$ cat src/hdl/bcc_pkg.sv
// ----------------------------------------------------------------------------
// bcc_pkg
// Types and constants shared by the border crossing calibrator and its checker.
// ----------------------------------------------------------------------------
package bcc_pkg;

  // Crossing phases
  typedef enum logic [2:0] {
    PH_ENTER = 3'd0,
    PH_SPINL = 3'd1,
    PH_SPINR = 3'd2,
    PH_PASS  = 3'd3,
    PH_EXIT  = 3'd4,
    PH_DONE  = 3'd5
  } bcc_phase_t;

  // Request kinds
  localparam logic KIND_START  = 1'b0;
  localparam logic KIND_SAMPLE = 1'b1;

  // Configuration register indexes
  localparam logic CFG_DRIVE_SPEED = 1'b0;
  localparam logic CFG_SPIN_HOLD   = 1'b1;

  // Sensor patterns (left, middle, right)
  localparam logic [2:0] PAT_NONE = 3'b000;
  localparam logic [2:0] PAT_ALL  = 3'b111;
  localparam logic [2:0] PAT_L    = 3'b100;
  localparam logic [2:0] PAT_LM   = 3'b110;
  localparam logic [2:0] PAT_R    = 3'b001;
  localparam logic [2:0] PAT_MR   = 3'b011;

  localparam logic [6:0]  DRIVE_SPEED_RST = 7'd100;
  localparam logic [9:0]  SPIN_HOLD_RST   = 10'd90;
  localparam logic [31:0] HB_RESET        = 32'd850;
  localparam logic [31:0] NO_LINE_MARK    = 32'hFFFF_FFFF;
  localparam logic signed [7:0] SPIN_SLOW_OFS = 8'sd30;
  localparam logic signed [7:0] SPIN_FAST_OFS = 8'sd20;

  typedef struct packed {
    logic        kind;
    logic [2:0]  line_pattern;
    logic [31:0] now_ms;
  } bcc_req_t;

  typedef struct packed {
    logic signed [7:0] left_speed;
    logic signed [7:0] right_speed;
    logic [9:0]        hold_ms;
    logic              done_res;
    logic [31:0]       half_block_ms;
  } bcc_res_t;

endpackage

$ cat src/hdl/border_crossing_calibrator.sv
// ----------------------------------------------------------------------------
// border_crossing_calibrator
// Steers a line follower across one cell border and calibrates the
// half-block travel time from the measured entry time.
// ----------------------------------------------------------------------------
//  channel | ports                                | handshake
//  --------+--------------------------------------+-------------------------
//  in      | in_valid, in_stall, in_req           | valid high, stall low
//  out     | out_valid, out_stall, out_res        | valid high, stall low
//  cfg     | cfg_valid, cfg_ready, cfg_index/data | valid and ready high
//
//  One request per cycle while in_stall is low; results are registered in order.
//  Phase update, the exit-time compare and the half-block update are all
//  combinational, ahead of the result register.
//  A two-deep output (result register plus skid) keeps in_stall low while a
//  single result waits; in_stall rises only when both are full.
//  Synchronous active-low reset: phase complete, half-block time 850,
//  drive speed 100, spin hold 90. cfg_ready is always high.
// ----------------------------------------------------------------------------
module border_crossing_calibrator (
  input  logic              clk,
  input  logic              rst_n,
  input  logic              in_valid,
  output logic              in_stall,
  input  bcc_pkg::bcc_req_t in_req,
  output logic              out_valid,
  input  logic              out_stall,
  output bcc_pkg::bcc_res_t out_res,
  input  logic              cfg_valid,
  output logic              cfg_ready,
  input  logic              cfg_index,
  input  logic [31:0]       cfg_data
);
  import bcc_pkg::*;

  // configuration
  logic [6:0] drive_speed_r;
  logic [9:0] spin_hold_r;

  // crossing state
  bcc_phase_t  phase_r, phase_nxt, phase_s;
  logic [31:0] enter_start_r, enter_start_nxt;
  logic [31:0] enter_end_r, enter_end_nxt, enter_end_s;
  logic [31:0] exit_start_r, exit_start_nxt, exit_start_s;
  logic [31:0] hb_r, hb_nxt;

  // output side
  logic     out_v_r, out_v_nxt, skid_v_r, skid_v_nxt;
  bcc_res_t out_r, out_nxt, skid_r, skid_nxt, res;

  logic        accept, out_fire;
  logic        expire;
  logic [31:0] ran, entry, limit, hb_upd;
  logic [33:0] hb_sum;
  logic signed [7:0] d_s, spin_slow, spin_fast;

  assign cfg_ready = 1'b1;
  assign in_stall  = skid_v_r;
  assign accept    = in_valid && !skid_v_r;
  assign out_fire  = out_v_r && !out_stall;
  assign out_valid = out_v_r;
  assign out_res   = out_r;

  // motor speeds; low drive speeds simply flip the spin signs
  assign d_s       = $signed({1'b0, drive_speed_r});
  assign spin_slow = SPIN_SLOW_OFS - d_s;   // -(d-30)
  assign spin_fast = d_s - SPIN_FAST_OFS;   // d-20

  // --- step logic ----------------------------------------------------------
  always_comb begin
    // first line seen marks entry end (a tick equal to the mark stays unset)
    enter_end_s = enter_end_r;
    if (in_req.line_pattern != PAT_NONE && enter_end_r == NO_LINE_MARK) begin
      enter_end_s = in_req.now_ms;
    end

    phase_s = phase_r;
    case (in_req.line_pattern) inside
      PAT_NONE: begin
        phase_s = (phase_r == PH_ENTER) ? PH_ENTER : PH_EXIT;
      end
      PAT_ALL: begin
        phase_s = PH_PASS;
      end
      PAT_L, PAT_LM: begin
        if (phase_r == PH_ENTER) phase_s = PH_SPINL;
      end
      PAT_R, PAT_MR: begin
        if (phase_r == PH_ENTER) phase_s = PH_SPINR;
      end
      default: begin
        phase_s = phase_r;
      end
    endcase

    // exit start of zero means not yet taken
    exit_start_s = exit_start_r;
    if (phase_s == PH_EXIT && exit_start_r == '0) begin
      exit_start_s = in_req.now_ms;
    end

    ran    = in_req.now_ms - exit_start_s;
    entry  = enter_end_s - enter_start_r;
    limit  = (hb_r != '0) ? hb_r : entry;
    expire = (phase_s == PH_EXIT) && (ran > limit);

    // floor((entry + 3*old) / 4)
    hb_sum = {2'b00, entry} + {1'b0, hb_r, 1'b0} + {2'b00, hb_r};
    hb_upd = (hb_r == '0) ? entry : hb_sum[33:2];

    phase_nxt       = phase_r;
    enter_start_nxt = enter_start_r;
    enter_end_nxt   = enter_end_r;
    exit_start_nxt  = exit_start_r;
    hb_nxt          = hb_r;

    res.left_speed    = d_s;
    res.right_speed   = d_s;
    res.hold_ms       = '0;
    res.done_res      = 1'b0;
    res.half_block_ms = hb_r;

    if (in_req.kind == KIND_START) begin
      // start (or restart) a run
      phase_nxt       = PH_ENTER;
      enter_start_nxt = in_req.now_ms;
      enter_end_nxt   = NO_LINE_MARK;
      exit_start_nxt  = '0;
    end else if (phase_r == PH_DONE) begin
      // no run open: stop, no change
      res.left_speed  = '0;
      res.right_speed = '0;
    end else begin
      phase_nxt      = phase_s;
      enter_end_nxt  = enter_end_s;
      exit_start_nxt = exit_start_s;
      if (phase_s == PH_SPINL) begin
        res.left_speed  = spin_slow;
        res.right_speed = spin_fast;
        res.hold_ms     = spin_hold_r;
      end else if (phase_s == PH_SPINR) begin
        res.left_speed  = spin_fast;
        res.right_speed = spin_slow;
        res.hold_ms     = spin_hold_r;
      end else if (expire) begin
        phase_nxt         = PH_DONE;
        hb_nxt            = hb_upd;
        res.left_speed    = '0;
        res.right_speed   = '0;
        res.done_res      = 1'b1;
        res.half_block_ms = hb_upd;
      end
    end
  end

  // --- output register plus skid ---------------------------------------------
  always_comb begin
    out_v_nxt  = out_v_r;
    out_nxt    = out_r;
    skid_v_nxt = skid_v_r;
    skid_nxt   = skid_r;
    if (out_fire || !out_v_r) begin
      if (skid_v_r) begin
        out_nxt    = skid_r;
        out_v_nxt  = 1'b1;
        skid_v_nxt = 1'b0;
      end else begin
        out_nxt   = res;
        out_v_nxt = accept;
      end
    end else if (accept) begin
      skid_nxt   = res;
      skid_v_nxt = 1'b1;
    end
  end

  always_ff @(posedge clk) begin
    if (!rst_n) begin
      drive_speed_r <= DRIVE_SPEED_RST;
      spin_hold_r   <= SPIN_HOLD_RST;
      phase_r       <= PH_DONE;
      enter_start_r <= '0;
      enter_end_r   <= NO_LINE_MARK;
      exit_start_r  <= '0;
      hb_r          <= HB_RESET;
      out_v_r       <= 1'b0;
      skid_v_r      <= 1'b0;
    end else begin
      if (cfg_valid && cfg_ready) begin
        unique case (cfg_index)
          CFG_DRIVE_SPEED: drive_speed_r <= cfg_data[6:0];
          CFG_SPIN_HOLD:   spin_hold_r   <= cfg_data[9:0];
          default:         drive_speed_r <= drive_speed_r;
        endcase
      end
      if (accept) begin
        phase_r       <= phase_nxt;
        enter_start_r <= enter_start_nxt;
        enter_end_r   <= enter_end_nxt;
        exit_start_r  <= exit_start_nxt;
        hb_r          <= hb_nxt;
      end
      out_v_r  <= out_v_nxt;
      skid_v_r <= skid_v_nxt;
    end
  end

  // payload, no reset
  always_ff @(posedge clk) begin
    out_r  <= out_nxt;
    skid_r <= skid_nxt;
  end

endmodule

$ cat config.mk
export PLATFORM = sky130hd
export DESIGN_NAME = border_crossing_calibrator
export DESIGN_NICKNAME = d
export VERILOG_FILES = /design/src/hdl/bcc_pkg.sv /design/src/hdl/border_crossing_calibrator.sv
export SDC_FILE = /design/constraint.sdc
export NUM_CORES = 1
export LEC_CHECK = 0
export ABC_AREA = 1
export ABC_CLOCK_PERIOD_IN_PS = 4800
export BUFFER_PORTS_ARGS = -buffer_cell sky130_fd_sc_hd__buf_2
export CAP_MARGIN = 20
export CORE_MARGIN = 4
export CORE_UTILIZATION = 40
export CTS_CLUSTER_DIAMETER = 100
export CTS_CLUSTER_SIZE = 30
export DETAILED_ROUTE_END_ITERATION = 12
export SETUP_SLACK_MARGIN = 0.4
export SYNTH_ARGS = -nofsm -noshare
export SYNTH_HDL_FRONTEND = slang
export SYNTH_SLANG_ARGS = --single-unit
$ cat constraint.sdc
create_clock -name clk -period 4.8 [get_ports clk]
set_input_delay 0.48 -clock clk [delete_from_list [all_inputs] [get_ports clk]]
set_output_delay 0.48 -clock clk [all_outputs]
set_load 0.05 [all_outputs]
==> summary.txt <==
Status
  – Outcome: finished, violations left
  – Violations in the final reports: negative setup slack

Clock network
  – Clock H-tree levels: 1
  – Cts bufs inserted: 19
  – Register clock-pin slew on the reported worst setup and hold paths: 0.11 ns
  – Maximum root-to-sink buffer count: 3
  – Number of clock sinks: 266
  – Root Buffer: sky130_fd_sc_hd__clkbuf_16
  – Hold_buf cts: 0
  – Clock tree from TritonCTS: done
  – Skew-Pair Late Insertion Delay: 0.57 ns

Setup path
  – Cell family with most CP delay: simple AND/OR/NAND/NOR gates
  – CP peak stage delay: 0.37 ns
  – Arrival time of the worst setup path: 6.04 ns
  – Worst Path Required: 5.30 ns
  – CP max stage cell: sky130_fd_sc_hd__nand3b_1
  – Count of buffer and inverter cells on the critical path: 8
  – CP startpoint kind: register
  – Crit-path most repeated cell: sky130_fd_sc_hd__nor2_4
  – Worst-path fanout max: 6
  – Path type of the worst setup path: reg -> reg
  – Kind of capture point of the worst setup path: register

Logic synthesis
  – Yosys reg bits: 266
  – Async SR Flop Fraction: 0
  – Most common cell in the synthesized netlist: sky130_fd_sc_hd__nand2_1
  – Leading cell types by total area after synthesis: sky130_fd_sc_hd__edfxtp_1 18%, sky130_fd_sc_hd__dfxtp_1 15%, sky130_fd_sc_hd__nand2_1 15%, sky130_fd_sc_hd__ha_1 9.1%, sky130_fd_sc_hd__inv_1 7.2%
  – Synth Net Count: 3,105
  – Primary flip-flop cell chosen by synthesis mapping: sky130_fd_sc_hd__dfxtp_1
  – Cells after Synth: 2,853
  – Proportion of netlist area held by the largest area contributor: 0.175
  – Cell accounting for the most synthesized area: sky130_fd_sc_hd__edfxtp_1
  – Number of flops mapped to enable cells by yosys: 116
  – Avg Synthesized Cell Area: 6.97 um^2
  – Sequential area share after synthesis: 0.326
  – Cell variety after synth: 51
  – Total number of yosys warnings: 0
  – Top post-synthesis cells by count: 780 x sky130_fd_sc_hd__nand2_1, 383 x sky130_fd_sc_hd__inv_1, 272 x sky130_fd_sc_hd__nor2_1
  – Combined area of all synthesized cells: 0.0199 mm^2

Power
  – Net switching share of the total power: 0.465
  – Leakage power: 13.6 nW
  – Share of power burned in the clock network: 0.125
  – Pwr dens: 529 mW/mm^2
  – Part of the power in combinational logic: 0.708
  – Sequential fraction of design power: 0.167
  – Switching power total: 0.00711 W
  – Max rail drop VDD: 0.349 mV
  – Internal Dissipation: 0.00819 W

GRT
  – Total overflow reported by the global router: 0
  – Antenna violations before repair: 0
  – Global-route usage over all layers: 0.271
  – First-pass GRT wire length: 115 mm
  – Pin count of the biggest net entering global routing: 109
  – Via count of the first global-routing pass: 21.1k

STA
  – Final setup slack of the worst path: -0.742 ns
  – Maximum clock rate: 180 MHz
  – Clock skew after layout: 0.0427 ns
  – Final Cycle Share: 1.15
  – Unrepaired setup endpoints after global routing: true
  – Worst Tran Pin Value: 0.917 ns
  – Final Hold Vio Count: 0
  – Slew Limit Headroom: 0.385
  – Total negative slack: -74.87 ns
  – Period minus WS final: 5.54 ns
  – Slew Viols, Final: 0
  – Number of failing setup endpoints in the final timing report: 125
  – Post-route worst hold slack: 0.157 ns

Die
  – Height of the die: 231 um
  – DIE WIDTH: 231 um
  – Effective utilization at floorplan: 0.405
  – Top-level I/O count: 136
  – Site row count: 81
  – Core area: 0.0491 mm^2
  – Floorplan die area: 0.0534 mm^2

Layout
  – Final standard cell count with taps included and fillers excluded: 4,193
  – Layout area overhead: 45.2%
  – ANT cells: 0
  – # nets final: 3,768
  – Layout cells sized above 1: 0.353
  – Filler cells: 4,611

Detailed routing
  – Starting DRC count in detailed routing: 1,447
  – Drc violations: 0
  – Final WL: 75.6 mm
  – Via total after detailed routing: 21.5k
  – Drt wl/cell: 18.0 um
  – Antenna viol nets, final: 0
  – Number of search-and-repair iterations in the first detailed-routing pass: 5
  – Detailed-route vias per instance: 5.12

Placement
  – Placed cells: 4,107
  – Gp weighted congestion: 1.01
  – Count of port buffers added during placement: 112
  – Half-perimeter wire length after detailed placement: 58.8 mm

Min path
  – Worst hold path type: in -> reg

Flow run
  – Number of max-cap violations: 0
-- state kept, by name, summed over array words and instances, names as in the netlist --
signal,flops
in_stall,1
hb_r,32
spin_hold_r,10
phase_r,3
out_valid,1
out_res,58
skid_r,58
enter_end_r,32
exit_start_r,32
enter_start_r,32
drive_speed_r,7
-- power by group through the flow --
stage / clock (W) / sequential, W / combinational, W
2_1_floorplan: 0 / 0.00279 / 0.00483
3_3_place_gp: 0 / 0.00260 / 0.00933
3_5_place_dp: 0 / 0.00261 / 0.00941
4_1_cts: 0.00195 / 0.00256 / 0.00997
5_1_grt: 0.00202 / 0.00257 / 0.0118
6_report: 0.00191 / 0.00256 / 0.0108
-- logic make-up (layout without fill, tap and decap cells) --
kind of cell,after synthesis,in the layout,synth area share
AND/OR/NAND/NOR,1322,1322,0.277
buffers and inverters,472,1148,0.0922
flip-flops,266,266,0.326
adder cells (fa/ha/maj),178,178,0.125
XOR/XNOR,59,59,0.0260
AO/OA/AOI/OAI,554,554,0.153
other,1,1,0.000189
multiplexers,1,1,0.000503
-- cells in the final DEF, fill, tap and decap left out, types with 14 or more instances in the layout --
cell type / count
sky130_fd_sc_hd__or2_2: 29
sky130_fd_sc_hd__o21ai_0: 113
sky130_fd_sc_hd__nor3_1: 17
sky130_fd_sc_hd__clkbuf_16: 21
sky130_fd_sc_hd__o21a_1: 35
sky130_fd_sc_hd__nor2_4: 25
sky130_fd_sc_hd__buf_6: 18
sky130_fd_sc_hd__xor2_1: 34
sky130_fd_sc_hd__nand3_2: 19
sky130_fd_sc_hd__a21oi_2: 63
sky130_fd_sc_hd__edfxtp_1: 116
sky130_fd_sc_hd__buf_2: 111
sky130_fd_sc_hd__nor2_1: 204
sky130_fd_sc_hd__buf_4: 574
sky130_fd_sc_hd__ha_1: 88
sky130_fd_sc_hd__nand2_4: 19
sky130_fd_sc_hd__o21ai_1: 56
sky130_fd_sc_hd__nand4_1: 38
sky130_fd_sc_hd__nor2_2: 46
sky130_fd_sc_hd__ha_4: 48
sky130_fd_sc_hd__nand2_1: 659
sky130_fd_sc_hd__nand3_1: 94
sky130_fd_sc_hd__fa_1: 32
sky130_fd_sc_hd__nand2_2: 103
sky130_fd_sc_hd__a21o_1: 15
sky130_fd_sc_hd__inv_1: 370
sky130_fd_sc_hd__a31oi_1: 19
sky130_fd_sc_hd__o21ai_2: 27
sky130_fd_sc_hd__o22ai_1: 30
sky130_fd_sc_hd__a21oi_1: 146
sky130_fd_sc_hd__dfxtp_1: 141
sky130_fd_sc_hd__inv_2: 14
-- final timing paths --
kind	startpoint	endpoint	slack, ns	cells past startpoint
max	exit_start_r[1]	hb_r[21]	-0.74	38
min	cfg_data[0]	drive_speed_r[0]	0.16	3
max reg2reg	exit_start_r[1]	hb_r[21]	-0.74	38
min reg2reg	spin_hold_r[0]	spin_hold_r[0]	0.47	2
-- worst register-to-register path, delay by kind of cell (launching register included) --
family                   cells  cell delay [ns]
AND/OR/NAND/NOR             23             2.98
buffers and inverters        8             1.04
adder cells (fa/ha/maj)      2             0.58
AO/OA/AOI/OAI                4             0.46
flip-flops                   1             0.35
XOR/XNOR                     1             0.09
-- through the flow --
stage                     area [um^2]  setup slack [ns]   util  power (W)
after floorplan                 20300             0.225      -    0.00762
after global placement          25500             -1.34  0.521     0.0119
after detailed placement        25500             -1.34  0.521     0.0120
after CTS                       27600            -0.666  0.562     0.0145
after global routing            28900            -0.925  0.589     0.0164
final                           28900            -0.742  0.589     0.0153
-- layout make-up --
class                   count  area [um^2]  share of cell area
clock buffers              20          479              0.0166
inverters                 390         1490              0.0515
repair buffers            724         5520               0.191
flip-flops and latches    266         6500               0.225
well taps                 664          831              0.0288
multi-input cells        2115        13800               0.479
clock inverters            14          233             0.00806
-- layer usage --
layer | vias to the layer above | track usage | wire length, um
li1 | 10700 | - | -
met1 | 10100 | 0.372 | 33800
met2 | 566 | 0.462 | 35600
met3 | 123 | 0.0222 | 3610
met4 | 0 | 0.0757 | 2590
met5 | - | 0 | 0
-- timing repair --
item,in CTS,in global routing
cloned,4,3
gates resized for setup,256,266
endpoints found under the setup margin,125,125
pin swaps,43,68
buffers inserted,22,21
(Power assumes the default switching activity.)
